**src/rtl/flvdmx_pkg.sv**
```systemverilog
// flvdmx_pkg: types and constants shared by the tag body demux
// parse phases, unit kinds, parser state and transaction records
// no dependencies
`default_nettype none

package flvdmx_pkg;

    localparam int BYTE_W    = 8;
    localparam int KIND_W    = 3;
    localparam int MSG_W     = 2;
    localparam int IDX_W     = 4;
    localparam int UNITS_W   = 5;
    localparam int LEN_W     = 32;
    localparam int S_USER_W  = 3;
    localparam int M_USER_W  = 6;

    localparam logic [MSG_W-1:0]  MSG_VIDEO = 2'd1;
    localparam logic [MSG_W-1:0]  MSG_AUDIO = 2'd2;

    localparam logic [KIND_W-1:0] KIND_SPS   = 3'd0;
    localparam logic [KIND_W-1:0] KIND_PPS   = 3'd1;
    localparam logic [KIND_W-1:0] KIND_IDR   = 3'd2;
    localparam logic [KIND_W-1:0] KIND_OTHER = 3'd3;
    localparam logic [KIND_W-1:0] KIND_AINFO = 3'd4;
    localparam logic [KIND_W-1:0] KIND_ADATA = 3'd5;

    localparam logic [BYTE_W-1:0] KEYFRAME_AVC = 8'h17;
    localparam logic [BYTE_W-1:0] AAC_MONO     = 8'hAE;
    localparam logic [UNITS_W-1:0] COUNT_MASK  = 5'h1F;

    localparam logic [IDX_W-1:0] IDX_FIRST     = 4'd1;
    localparam logic [IDX_W-1:0] IDX_VHDR_DONE = 4'd2;
    localparam logic [IDX_W-1:0] IDX_FRMLEN    = 4'd4;
    localparam logic [IDX_W-1:0] IDX_LEN_AT    = 4'd5;
    localparam logic [IDX_W-1:0] IDX_SPS_CNT   = 4'd10;

    typedef enum logic [3:0] {
        PH_IDLE    = 4'd0,
        PH_VHDR    = 4'd1,
        PH_SEQPRE  = 4'd2,
        PH_LENHI   = 4'd3,
        PH_LENLO   = 4'd4,
        PH_PAYLOAD = 4'd5,
        PH_PPSCNT  = 4'd6,
        PH_DONE    = 4'd7,
        PH_AHDR    = 4'd8,
        PH_ADATA   = 4'd9,
        PH_FRMPRE  = 4'd10,
        PH_FRMLEN  = 4'd11
    } phase_t;

    typedef struct packed {
        phase_t              phase;
        logic [IDX_W-1:0]    header_index;
        logic [UNITS_W-1:0]  units_left;
        logic                in_pps_list;
        logic [LEN_W-1:0]    length_left;
        logic [KIND_W-1:0]   current_kind;
        logic                stereo_flag;
        logic                keyframe;
    } parse_state_t;

    typedef struct packed {
        logic [MSG_W-1:0]  message_kind;
        logic [BYTE_W-1:0] body_byte;
        logic              first_byte;
        logic              last_byte;
    } in_item_t;

    typedef struct packed {
        logic [KIND_W-1:0] unit_kind;
        logic              stereo;
        logic [BYTE_W-1:0] payload_byte;
        logic              byte_valid;
        logic              unit_last;
        logic              truncated;
    } out_item_t;

    localparam parse_state_t STATE_RESET = '{
        phase:        PH_IDLE,
        header_index: '0,
        units_left:   '0,
        in_pps_list:  1'b0,
        length_left:  '0,
        current_kind: KIND_SPS,
        stereo_flag:  1'b0,
        keyframe:     1'b0
    };

endpackage

`default_nettype wire

```
**src/rtl/flvdmx_step.sv**
```systemverilog
// flvdmx_step: next-state and result logic for one body byte
// depends on flvdmx_pkg
`default_nettype none

module flvdmx_step (
    input  flvdmx_pkg::parse_state_t st,
    input  flvdmx_pkg::in_item_t     item,
    output flvdmx_pkg::parse_state_t st_next,
    output logic                     res_vld,
    output flvdmx_pkg::out_item_t    res
);
    import flvdmx_pkg::*;

    logic [UNITS_W-1:0] units_dec;
    phase_t             finish_phase;
    logic [IDX_W-1:0]   idx_inc;
    logic [LEN_W-1:0]   len_dec;
    logic [15:0]        len16;
    logic [LEN_W-1:0]   len_frm;
    logic               emit;
    logic               e_valid;
    logic               e_last;
    logic               e_trunc;
    logic [BYTE_W-1:0]  b;
    logic               lb;

    assign b         = item.body_byte;
    assign lb        = item.last_byte;
    assign units_dec = st.units_left - UNITS_W'(1);
    assign idx_inc   = st.header_index + IDX_W'(1);
    assign len_dec   = st.length_left - LEN_W'(1);
    assign len16     = {st.length_left[7:0], b};
    assign len_frm   = {st.length_left[LEN_W-9:0], b};

    always_comb begin
        priority if (units_dec != '0) begin
            finish_phase = PH_LENHI;
        end else if (!st.in_pps_list) begin
            finish_phase = PH_PPSCNT;
        end else begin
            finish_phase = PH_DONE;
        end
    end

    always_comb begin
        st_next = st;
        emit    = 1'b0;
        e_valid = 1'b0;
        e_last  = 1'b0;
        e_trunc = 1'b0;
        if (item.first_byte) begin
            st_next              = STATE_RESET;
            st_next.keyframe     = (b == KEYFRAME_AVC);
            st_next.stereo_flag  = (b != AAC_MONO);
            st_next.header_index = IDX_FIRST;
            if (!lb && item.message_kind == MSG_VIDEO) begin
                st_next.phase = PH_VHDR;
            end else if (!lb && item.message_kind == MSG_AUDIO) begin
                st_next.phase = PH_AHDR;
            end
        end else begin
            unique case (st.phase)
                PH_VHDR: begin
                    st_next.header_index = IDX_VHDR_DONE;
                    if (b == '0) begin
                        st_next.current_kind = KIND_SPS;
                        st_next.phase        = PH_SEQPRE;
                    end else begin
                        st_next.current_kind = st.keyframe ? KIND_IDR : KIND_OTHER;
                        st_next.phase        = PH_FRMPRE;
                    end
                end
                PH_SEQPRE: begin
                    if (st.header_index == IDX_SPS_CNT) begin
                        st_next.units_left  = b[UNITS_W-1:0] & COUNT_MASK;
                        st_next.in_pps_list = 1'b0;
                        st_next.phase = (b[UNITS_W-1:0] != '0) ? PH_LENHI : PH_PPSCNT;
                    end else begin
                        st_next.header_index = idx_inc;
                    end
                end
                PH_PPSCNT: begin
                    st_next.units_left   = b[UNITS_W-1:0] & COUNT_MASK;
                    st_next.in_pps_list  = 1'b1;
                    st_next.current_kind = KIND_PPS;
                    st_next.phase = (b[UNITS_W-1:0] != '0) ? PH_LENHI : PH_DONE;
                end
                PH_LENHI: begin
                    st_next.length_left = LEN_W'(b);
                    st_next.phase       = PH_LENLO;
                end
                PH_LENLO: begin
                    st_next.length_left = LEN_W'(len16);
                    if (len16 == '0) begin
                        emit               = 1'b1;
                        e_last             = 1'b1;
                        st_next.units_left = units_dec;
                        st_next.phase      = finish_phase;
                    end else begin
                        st_next.phase = PH_PAYLOAD;
                    end
                end
                PH_FRMPRE: begin
                    if (st.header_index == IDX_LEN_AT) begin
                        st_next.length_left  = LEN_W'(b);
                        st_next.header_index = IDX_FIRST;
                        st_next.units_left   = UNITS_W'(1);
                        st_next.in_pps_list  = 1'b1;
                        st_next.phase        = PH_FRMLEN;
                    end else begin
                        st_next.header_index = idx_inc;
                    end
                end
                PH_FRMLEN: begin
                    st_next.length_left  = len_frm;
                    st_next.header_index = idx_inc;
                    if (idx_inc >= IDX_FRMLEN) begin
                        if (len_frm == '0) begin
                            emit               = 1'b1;
                            e_last             = 1'b1;
                            st_next.units_left = units_dec;
                            st_next.phase      = finish_phase;
                        end else begin
                            st_next.phase = PH_PAYLOAD;
                        end
                    end
                end
                PH_PAYLOAD: begin
                    st_next.length_left = len_dec;
                    emit    = 1'b1;
                    e_valid = 1'b1;
                    if (len_dec == '0) begin
                        e_last             = 1'b1;
                        st_next.units_left = units_dec;
                        st_next.phase      = finish_phase;
                    end else begin
                        e_last  = lb;
                        e_trunc = lb;
                    end
                end
                PH_AHDR: begin
                    st_next.current_kind = (b == '0) ? KIND_AINFO : KIND_ADATA;
                    st_next.phase        = PH_ADATA;
                    if (lb) begin
                        emit   = 1'b1;
                        e_last = 1'b1;
                    end
                end
                PH_ADATA: begin
                    emit    = 1'b1;
                    e_valid = 1'b1;
                    e_last  = lb;
                end
                default: begin
                end
            endcase
            if (lb) begin
                if (!emit && (st_next.phase == PH_LENLO || st_next.phase == PH_FRMLEN)) begin
                    emit    = 1'b1;
                    e_last  = 1'b1;
                    e_trunc = 1'b1;
                end
                st_next.phase = PH_IDLE;
            end
        end
    end

    always_comb begin
        res_vld          = emit;
        res.unit_kind    = st_next.current_kind;
        res.stereo       = (st_next.current_kind == KIND_AINFO ||
                            st_next.current_kind == KIND_ADATA) ? st_next.stereo_flag : 1'b0;
        res.payload_byte = e_valid ? b : '0;
        res.byte_valid   = e_valid;
        res.unit_last    = e_last;
        res.truncated    = e_trunc;
    end

endmodule

`default_nettype wire

```
**src/rtl/flv_avc_aac_tag_body_demux.sv**
```systemverilog
// flv_avc_aac_tag_body_demux: splits media message bodies into sps/pps/nalu/aac units
// depends on flvdmx_pkg and flvdmx_step
//
//  channel  dir  tdata          tuser                                       tlast
//  s_       in   body_byte      message_kind[1:0], first_byte[2]            last_byte
//  m_       out  payload_byte   unit_kind[2:0], stereo[3], byte_valid[4],   unit_last
//                               truncated[5]
//
// one body byte per cycle unless m_ stalls; the result is registered after the input register
// the parser state sits between an input register and a result register;
// the per-byte step is a 32-bit decrement and compare plus selection
// aresetn clears control and parser state, no sweep
// a stalled m_ side holds the step; s_tready stays high while a result
// waits if the input register is empty
`default_nettype none

module flv_avc_aac_tag_body_demux (
    input  wire logic                               aclk,
    input  wire logic                               aresetn,
    input  wire logic                               s_tvalid,
    output logic                                    s_tready,
    input  wire logic [flvdmx_pkg::BYTE_W-1:0]      s_tdata,   // body_byte
    input  wire logic [flvdmx_pkg::S_USER_W-1:0]    s_tuser,   // message_kind, first_byte
    input  wire logic                               s_tlast,
    output logic                                    m_tvalid,
    input  wire logic                               m_tready,
    output logic [flvdmx_pkg::BYTE_W-1:0]           m_tdata,   // payload_byte
    output logic [flvdmx_pkg::M_USER_W-1:0]         m_tuser,   // unit_kind, stereo, byte_valid, truncated
    output logic                                    m_tlast
);
    import flvdmx_pkg::*;

    logic         in_vld_reg;
    in_item_t     in_item_reg;
    logic         out_vld_reg;
    out_item_t    out_item_reg;
    parse_state_t state_reg;
    parse_state_t state_next;
    logic         res_vld;
    out_item_t    res;
    logic         advance;

    assign advance  = !out_vld_reg || m_tready;
    assign s_tready = !in_vld_reg || advance;

    flvdmx_step u_step (
        .st      (state_reg),
        .item    (in_item_reg),
        .st_next (state_next),
        .res_vld (res_vld),
        .res     (res)
    );

    always_ff @(posedge aclk) begin
        if (!aresetn) begin
            in_vld_reg  <= 1'b0;
            out_vld_reg <= 1'b0;
            state_reg   <= STATE_RESET;
        end else begin
            if (s_tready) begin
                in_vld_reg <= s_tvalid;
            end
            if (advance) begin
                out_vld_reg <= in_vld_reg && res_vld;
                if (in_vld_reg) begin
                    state_reg <= state_next;
                end
            end
        end
    end

    always_ff @(posedge aclk) begin
        if (s_tready) begin
            in_item_reg.message_kind <= s_tuser[MSG_W-1:0];
            in_item_reg.first_byte   <= s_tuser[MSG_W];
            in_item_reg.body_byte    <= s_tdata;
            in_item_reg.last_byte    <= s_tlast;
        end
        if (advance && in_vld_reg && res_vld) begin
            out_item_reg <= res;
        end
    end

    assign m_tvalid = out_vld_reg;
    assign m_tdata  = out_item_reg.payload_byte;
    assign m_tuser  = {out_item_reg.truncated, out_item_reg.byte_valid,
                       out_item_reg.stereo, out_item_reg.unit_kind};
    assign m_tlast  = out_item_reg.unit_last;

    a_empty_marker_zero: assert property (@(posedge aclk) disable iff (!aresetn)
        m_tvalid && !m_tuser[4] |-> m_tdata == '0)
        else $error("empty marker carries payload bits");

    a_trunc_is_last: assert property (@(posedge aclk) disable iff (!aresetn)
        m_tvalid && m_tuser[5] |-> m_tlast)
        else $error("truncated transaction not marked last");

    a_stereo_audio_only: assert property (@(posedge aclk) disable iff (!aresetn)
        m_tvalid && m_tuser[3] |->
            (m_tuser[2:0] == KIND_AINFO || m_tuser[2:0] == KIND_ADATA))
        else $error("stereo flag on a video unit");

    a_idle_after_last: assert property (@(posedge aclk) disable iff (!aresetn)
        in_vld_reg && advance && in_item_reg.last_byte |=> state_reg.phase == PH_IDLE)
        else $error("parser not idle after last body byte");

endmodule

`default_nettype wire

```
**config.mk**
```make
export PLATFORM = sky130hd
export DESIGN_NAME = flv_avc_aac_tag_body_demux
export DESIGN_NICKNAME = d
export VERILOG_FILES = /design/src/rtl/flvdmx_pkg.sv /design/src/rtl/flvdmx_step.sv /design/src/rtl/flv_avc_aac_tag_body_demux.sv
export SDC_FILE = /design/constraint.sdc
export NUM_CORES = 1
export LEC_CHECK = 0
export BUFFER_PORTS_ARGS = -buffer_cell sky130_fd_sc_hd__clkbuf_2
export CORE_AREA = 2 2 106 108
export CTS_CLUSTER_SIZE = 14
export DETAILED_ROUTE_END_ITERATION = 6
export DIE_AREA = 0 0 108 110
export PLACE_DENSITY = 0.73
export SYNTH_ARGS = -nofsm -noshare
export SYNTH_HDL_FRONTEND = slang
export SYNTH_SLANG_ARGS = --single-unit
```
**constraint.sdc**
```tcl
create_clock -name aclk -period 5.4 [get_ports aclk]
set_clock_uncertainty 0.05 [all_clocks]
set_input_delay 0.27 -clock aclk [delete_from_list [all_inputs] [get_ports aclk]]
set_output_delay 0.27 -clock aclk [all_outputs]
set_load 0.05 [all_outputs]
```
* Word-level counts from Yosys, hierarchy flattened
Cells that the tools add are included.
Operators by class: add/sub/neg operators 3, shift-type cells 0, mux-type cells 53, $lt $le $gt $ge 1, reduce and logical (&&, ||, !) cells 31, div/mod/pow operators 0, equality and inequality tests 27, bitwise gates (word level) 0, multiply operators 0
Operators by type and width (count):
- one-hot mux 32 bit (5 select lines) | 1
- logical NOT 32 bit | 2
- two-way mux 4 bit | 13
- two-way mux 49 bit | 1
- two-way mux 38 bit | 1
- one-hot mux 4 bit (9 select lines) | 1
- subtractor 32 x 1 -> 32 bit (second input constant) | 1
- one-hot mux 5 bit (6 select lines) | 1
- equality test 4 bit (second input constant) | 6
- equality test 4 x 3 -> 1 bit (second input constant) | 5
- two-way mux 1 bit | 20
- two-way mux 5 bit | 4
- != test 3 x 2 -> 1 bit (second input constant) | 6
- logical NOT 16 bit | 1
- one-hot mux 4 bit (4 select lines) | 1
- nonzero test 5 bit | 3
- two-way mux 3 bit | 4
- one-hot mux 3 bit (3 select lines) | 1
- AND reduction 9 bit | 1
- equality test 4 x 2 -> 1 bit (second input constant) | 2
- equality test 8 x 5 -> 1 bit (second input constant) | 1
- logical NOT 8 bit | 1
- != test 8 bit (second input constant) | 1
- AND reduction 4 bit | 2
- other kinds (23) | 35
Word-level totals: memory bits (writable) 0, memories 0, memory bits (read-only) 0, input port bits 16, output and inout port bits 17, bits in registers 80, latch bits 0

* Depth between registers and ports, before layout
Gate-level depths: netlist of the first run.
word-level depth 14, depth in mapped cells 13, depth with buffers taken out 12

* Modules after synthesis
From an unflattened synthesis of the first run, not the netlist that was laid out.
Second synthesis, totals: cell total of the unflattened synthesis 834, area total of the unflattened synthesis 6304.8 um2
By module, submodules not included:
- flvdmx_step | times used 1, area an instance 3314.4 um2, cells each 574
- flv_avc_aac_tag_body_demux | times used 1, area an instance 2990.4 um2, cells each 260

* Worst setup path before layout of the first run
Ideal clock, no wire load.
path kind reg-to-reg, start point register state_reg[5] in the netlist's numbering, end point register out_item_reg (netlist bit m_tdata[0]) (enable), data arrival time 3928 ps, setup time 391 ps, buffers on the path 0, data required time 4959 ps, setup slack 1031 ps, stages on the path, launching flop included 13, cells stage by stage dfxtp_1 -> inv_1 -> ha_1 -> or3b_2 -> nor3_1 -> xor2_1 -> nor3_1 -> nand3_1 -> or4_4 -> a21o_1 -> a2111o_1 -> a21boi_1 -> a21boi_1
Between the ends: longest elaborated chain between the ends 12, elaborated cells between the ends (all ways) 24
RTL lines:
- start: declaration | line flv_avc_aac_tag_body_demux.sv:37 | parse_state_t state_reg;
- start signal: assignment | line flv_avc_aac_tag_body_demux.sv:66 | state_reg <= state_next;
- subtractor 32 x 1 -> 32 bit / logical NOT 32 bit (equally long branches) | line flvdmx_step.sv:31, flvdmx_step.sv:118
- logical NOT 32 bit / two-way mux 4 bit (equally long branches) | line flvdmx_step.sv:132, flvdmx_step.sv:118
- two-way mux 4 bit, on equally long branches | line flvdmx_step.sv:132, flvdmx_step.sv:117
- one-hot mux 4 bit (9 select lines) | line flvdmx_step.sv:62 | unique case (st.phase)
- two-way mux 4 bit | line flvdmx_step.sv:51 | if (item.first_byte) begin
- equality test 4 x 3 -> 1 bit / equality test 4 bit (equally long branches) | line flvdmx_step.sv:158 | if (!emit && (st_next.phase == PH_LENLO || st_next.phase == PH_FRMLEN)) begin
- logical OR 1 bit | line flvdmx_step.sv:158
- logical AND 1 bit | line flvdmx_step.sv:158
- two-way mux 1 bit | line flvdmx_step.sv:158
- two-way mux 1 bit (*) | line flvdmx_step.sv:157 | if (lb) begin
- two-way mux 1 bit (*) | line flvdmx_step.sv:51
- logical AND 1 bit (*) | line flv_avc_aac_tag_body_demux.sv:79 | if (advance && in_vld_reg && res_vld) begin
- end signal: assignment | line flv_avc_aac_tag_body_demux.sv:80 | out_item_reg <= res;
- end: declaration | line flv_avc_aac_tag_body_demux.sv:36 | out_item_t out_item_reg;
Mark *: on every way between the ends. The rest lies on a longest branch, timed or not. The select of a mux whose other input is x is not followed. A chain may end at the register's enable or synchronous reset.

* Worst setup path after layout of the first run
start point register state_reg[6] in the netlist's numbering, end point register out_item_reg (netlist bit m_tdata[4]) (enable)
Same word-level chain as after synthesis.

==> results of run 1 <==
[power groups by stage]
stage | clock network (µW) | logic [µW] | registers (µW)
2_1_floorplan | 0 | 44.6 | 646
3_3_place_gp | 0 | 58.1 | 651
3_5_place_dp | 0 | 60.4 | 651
4_1_cts | 461 | 63.1 | 638
5_1_grt | 481 | 70.2 | 639
6_report | 448 | 63.3 | 638
[timing repair]
item	in CTS	in global routing
hold buffers	5	0
endpoints found under the hold margin	5	0
setup endpoints to repair	0	0
[per-stage QoR]
step | util (%) | setup WS, ps | hold slack [ps]
after floorplan | - | 1030 | 319
after global placement | 51.1 | 1220 | 400
after detailed placement | 51.1 | 1070 | 399
after CTS | 53.4 | 1060 | 2.58
after global routing | 53.4 | 732 | 2.73
final | 53.4 | 1000 | 10.5
[kinds of logic after synthesis]
kind of cell	synth area share (%)
AO/OA/AOI/OAI	21.7
XOR/XNOR	4.84
adder cells (fa/ha/maj)	1.67
buffers and inverters	4.56
flip-flops	35.7
multiplexers	0.787
AND/OR/NAND/NOR	30.8
[cells in the final DEF (no fill, tap or decap), types with 15 or more instances in the layout]
cell	instances
and2_1	20
edfxtp_1	27
a21oi_1	26
nor3_1	25
o21ai_0	60
nor2b_1	44
nand3_1	16
nor4_1	15
nor2_1	50
clkbuf_2	32
xor2_1	15
nand2_1	72
dfxtp_1	53
a22oi_1	32
[layer usage]
layer | track usage (%) | routed length [µm]
met1 | 34.6 | 6570
met2 | 38.5 | 6370
met3 | 5.00 | 862
met4 | 8.79 | 209
met5 | 0 | 0
[path summary, 6_finish.rpt]
kind | start | slack [ps] | endpoint
max | state_reg[6] | 1000 | m_tdata[4]
min | s_tdata[6] | 10 | in_item_reg[8]
max reg2reg | state_reg[6] | 1000 | m_tdata[4]
min reg2reg | state_reg[39] | 450 | state_reg[39]
[critical path: cells and delay by family (launching register included)]
family,cells,cell delay [ps]
compound gates,4,960
simple gates,5,1950
flops,1,390
buf+inv,2,340
xor+xnor,1,130
fa+ha+maj,1,250
[area by class of cell]
type                       instances  area share (%)
clock buffer                       9            2.17
multi-input combinational        519            55.0
tap                              140            3.07
inverter                          15           0.986
timing repair buffer              45            4.73
clock inverter                     7            1.27
sequential                        80            32.8
==> results.sh, run 1 <==
export IMPL_async_flop_share_pct=0
export IMPL_grt_pass1_vias=4538
export IMPL_ys_seq_area_share_pct=35.7
export IMPL_combPwrFrac_pct=5.5
export IMPL_num_fill_cells=997
export IMPL_crit_path_top_delay_cell="or4_4"
export IMPL_post_drt_via_cell_ratio=6.15
export IMPL_overflow=0
export IMPL_min_path_type="in -> reg"
export IMPL_cts_sinks=80
export IMPL_irDropWorstVdd_v=0.000124
export IMPL_max_cap_violations=0
export IMPL_yosys_area_top_type="dfxtp_1"
export IMPL_hold_depth=1
export IMPL_ys_ff_latch=80
export IMPL_switchingPower_uw=282
export IMPL_grt_pass1_wl_um=23100
export IMPL_syn_to_final_growth_pct=8.82
export IMPL_setup_violations=0
export IMPL_final_layout_size_suffix_gt1_share_pct=10.4
export IMPL_finish_instance_area_mm2=0.00571
export IMPL_route_detailed_drc=0
export IMPL_place_port_buffers=32
export IMPL_fin_crit_sh_pct=81.5
export IMPL_place_area_mm2=0.00546
export IMPL_die_y_um=110
export IMPL_internal_power_uw=867
export IMPL_pwr_share_clk_pct=39.0
export IMPL_pin_count=33
export IMPL_fin_cells=815
export IMPL_register_area_mm2=0.00187
export IMPL_synth_top_area_share_pct=20.2
export IMPL_insertion_delay_ps=390
export IMPL_cts_tree="built"
export IMPL_yosysMostFrequentCell="nand2_1"
export IMPL_p_sw_share_pct=24.5
export IMPL_start_util_pct=49.0
export IMPL_worst_pin_slew_ps=1060
export IMPL_synthCells=658
export IMPL_n_antenna_cell=0
export IMPL_synth_top_flop_cell="dfxtp_1"
export IMPL_synth_area_leaders="dfxtp_1, edfxtp_1, o21ai_0"
export IMPL_fin_crit_ps=4400
export IMPL_rsz0062_at_grt="false"
export IMPL_place_inst=794
export IMPL_dieArea_mm2=0.0119
export IMPL_crit_path_cell_trace="inv_1, ha_1, or3b_2, nor3_1, xor2_1, nor3_1, nand3_1, or4_4, a21o_1, a2111o_1, a21boi_1, a21boi_1, buf_4"
export IMPL_static_leakage_power_uw=0.00212
export IMPL_netlist_top_cells_count="nand2_1, o21ai_0, dfxtp_1, nor2_1, nor2b_1"
export IMPL_post_cts_buffers=0
export IMPL_p_total_uw=1150
export IMPL_clock_path_buffers=2
export IMPL_h_tree_depth=3
export IMPL_path_max_fanout=15
export IMPL_wirelength_um=14000
export IMPL_grt_usage_pct=24.9
export IMPL_gp_congestion=0.940
export IMPL_power_frac_seq_pct=55.5
export IMPL_endpoint_kind="register"
export IMPL_worstSetupStartpointType="register"
export IMPL_setup_tns_final_ps=0
export IMPL_cts_root_buffer="clkbuf_8"
export IMPL_vias=5010
export IMPL_ys_warn_count=0
export IMPL_first_iter_violations=485
export IMPL_synth_edff_count=27
export IMPL_synth_distinct_cells=68
export IMPL_synth_avg_cell_area_um2=7.97
export IMPL_cts_clk_slew_worst_paths_ps=90
export IMPL_status="finished, final reports clean"
export IMPL_worst_setup_path_type="reg -> reg"
export IMPL_fmax_mhz=227
export IMPL_largest_reg_flops=51
export IMPL_cts_made_buffers=9
export IMPL_dpl_hpwl_um=9770
export IMPL_finalMaxSlewViolations=0
export IMPL_dieWidth_um=108
export IMPL_multi_input_area_mm2=0.00314
export IMPL_rows=38
export IMPL_nNetsFinal=693
export IMPL_max_stage_delay_ps=550
export IMPL_core_mm2=0.0107
export IMPL_slew_headroom_pct=29.2
export IMPL_r2r_cells=13
export IMPL_ctsResizeCount=0
export IMPL_finalHoldViolations=0
export IMPL_critPathRequiredTime_ps=5430
export IMPL_drtAntennaViolNets=0
export IMPL_antenna_found_initial=0
export IMPL_wl_per_cell_um=17.2
export IMPL_syn_num_nets=681
export IMPL_grt_max_degree=54
export IMPL_netlist_area_mm2=0.00525
export IMPL_first_pass_iters=5
export IMPL_powerDensity_mw_per_mm2=201
export IMPL_crit_arrival_ps=4430
Power figures use the tool's default switching activity.
==> inputs of run 2 (changes only) <==
Settings changed: PLACE_DENSITY 0.73 to 0.75.
Clock period 5.4 ns to 3.8 ns, I/O delays scaled along.
==> results.sh, run 2 (synthesis results as in run 1) <==
export IMPL_dieWidth_um=108
export IMPL_n_antenna_cell=0
export IMPL_grt_pass1_wl_um=24100
export IMPL_power_frac_seq_pct=54.7
export IMPL_endpoint_kind="register"
export IMPL_first_pass_iters=5
export IMPL_clock_path_buffers=2
export IMPL_grt_max_degree=54
export IMPL_wirelength_um=15100
export IMPL_post_drt_via_cell_ratio=6.21
export IMPL_powerDensity_mw_per_mm2=260
export IMPL_vias=5421
export IMPL_h_tree_depth=3
export IMPL_worstSetupStartpointType="register"
export IMPL_rows=38
export IMPL_nNetsFinal=751
export IMPL_combPwrFrac_pct=6.4
export IMPL_switchingPower_uw=406
export IMPL_setup_violations=7
export IMPL_most_common_layout_cells="nand2_1, o21ai_0, buf_4, dfxtp_1, nor2_1"
export IMPL_gp_congestion=1.00
export IMPL_core_mm2=0.0107
export IMPL_start_util_pct=49.0
export IMPL_finalHoldViolations=0
export IMPL_finalMaxSlewViolations=0
export IMPL_place_inst=837
export IMPL_worst_setup_path_type="reg -> reg"
export IMPL_min_path_type="in -> reg"
export IMPL_cts_clk_slew_worst_paths_ps=90
export IMPL_p_sw_share_pct=24.6
export IMPL_drtAntennaViolNets=0
export IMPL_max_cap_violations=0
export IMPL_status="finished, violations left"
export IMPL_first_iter_violations=568
export IMPL_critPathRequiredTime_ps=3850
export IMPL_place_port_buffers=32
export IMPL_fin_crit_ps=3820
export IMPL_dpl_hpwl_um=10400
export IMPL_pin_count=33
export IMPL_cts_root_buffer="clkbuf_8"
export IMPL_cts_sinks=80
export IMPL_final_layout_size_suffix_gt1_share_pct=19.5
export IMPL_worst_slack_ps=-20.3
export IMPL_grt_usage_pct=25.5
export IMPL_final_common_cell="nand2_1"
export IMPL_antenna_found_initial=0
export IMPL_cts_tree="built"
export IMPL_crit_arrival_ps=3870
export IMPL_p_total_uw=1650
export IMPL_num_fill_cells=920
export IMPL_slew_headroom_pct=36.2
export IMPL_fmax_mhz=262
export IMPL_violations="setup timing"
export IMPL_internal_power_uw=1250
export IMPL_grt_pass1_vias=4961
export IMPL_fin_cells=873
export IMPL_fin_crit_sh_pct=101
export IMPL_static_leakage_power_uw=0.00247
export IMPL_rsz0062_at_grt="true"
export IMPL_cts_made_buffers=9
export IMPL_route_detailed_drc=0
export IMPL_pwr_share_clk_pct=38.9
export IMPL_overflow=0
export IMPL_wl_per_cell_um=17.4
export IMPL_die_y_um=110
export IMPL_irDropWorstVdd_v=0.000167
export IMPL_insertion_delay_ps=370
export IMPL_syn_to_final_growth_pct=21.2
export IMPL_worst_pin_slew_ps=958
export IMPL_path_max_fanout=7
export IMPL_largest_reg_flops=51
export IMPL_dieArea_mm2=0.0119
[run 2: through the flow]
stage	utilization [%]	setup TNS (ps)	setup slack (ps)	hold WS, ps	instance area [µm²]
after floorplan	-	0	27.9	239	5300
after global placement	54.7	0	63.1	318	5850
after detailed placement	54.7	-963	-64.7	319	5850
after CTS	57.9	0	3.62	6.69	6190
after global routing	59.4	-1810	-142	8.17	6360
final	59.4	-130	-20.3	0.448	6360
[run 2: what timing repair did]
action	CTS	global route
cloned	0	1
gates resized for setup	3	19
buffers inserted	1	6
setup endpoints to repair	15	19
hold endpoints to repair	12	0
pin swaps	0	2
hold buffers	12	0
[run 2: layout make-up]
type                    instances  area (µm²)  share of cell area (%)
multi-input cells             519        3290                    51.8
flip-flops and latches         80        1880                    29.5
repair buffers                103         761                    12.0
well taps                     140         175                    2.76
inverters                      15        56.3                   0.886
clock buffers                  10         128                    2.01
clock inverters                 6        68.8                    1.08
[run 2: power groups by stage]
stage / combinational, µW / sequential (µW) / clock (µW)
after floorplan: 63.9 / 918 / 0
after global placement: 89.3 / 924 / 0
after detailed placement: 92.6 / 925 / 0
after CTS: 102 / 905 / 651
after global routing: 114 / 908 / 691
final: 106 / 905 / 643
[run 2: worst paths after layout]
| kind | slack (ps) | to | startpoint | depth (start not counted) |
|---|---|---|---|---|
| hold reg to reg | 450 | state_reg[39] | state_reg[39] | 2 |
| setup / recovery | -20 | m_tuser[5] | state_reg[6] | 12 |
| hold / removal | 0.4 | in_vld_reg | s_tvalid | 3 |
| setup reg to reg | -20 | m_tuser[5] | state_reg[6] | 12 |
[run 2: layer usage]
| metal | wire, µm | part of all wire, % | vias to the layer above | track usage [%] |
|---|---|---|---|---|
| met4 | 310 | 2.0 | 0 | 11.1 |
| met3 | 1420 | 9.4 | 35 | 3.59 |
| met5 | 0 | 0 | - | 0 |
| met2 | 7070 | 47 | 316 | 41.5 |
| met1 | 6350 | 42 | 2550 | 34.0 |
| li1 | - | - | 2520 | - |
[run 2: worst max-delay path: stages, from the launching register on]
cell       delay [ps]
dfxtp_2           330
buf_6             120
nor4_4            340
nand4b_4          180
or4_4             470
xor2_2            170
nand4_1           130
or4_4             530
a21o_1            220
a2111o_1          400
a21boi_4          160
a21boi_4          230
clkbuf_16         190
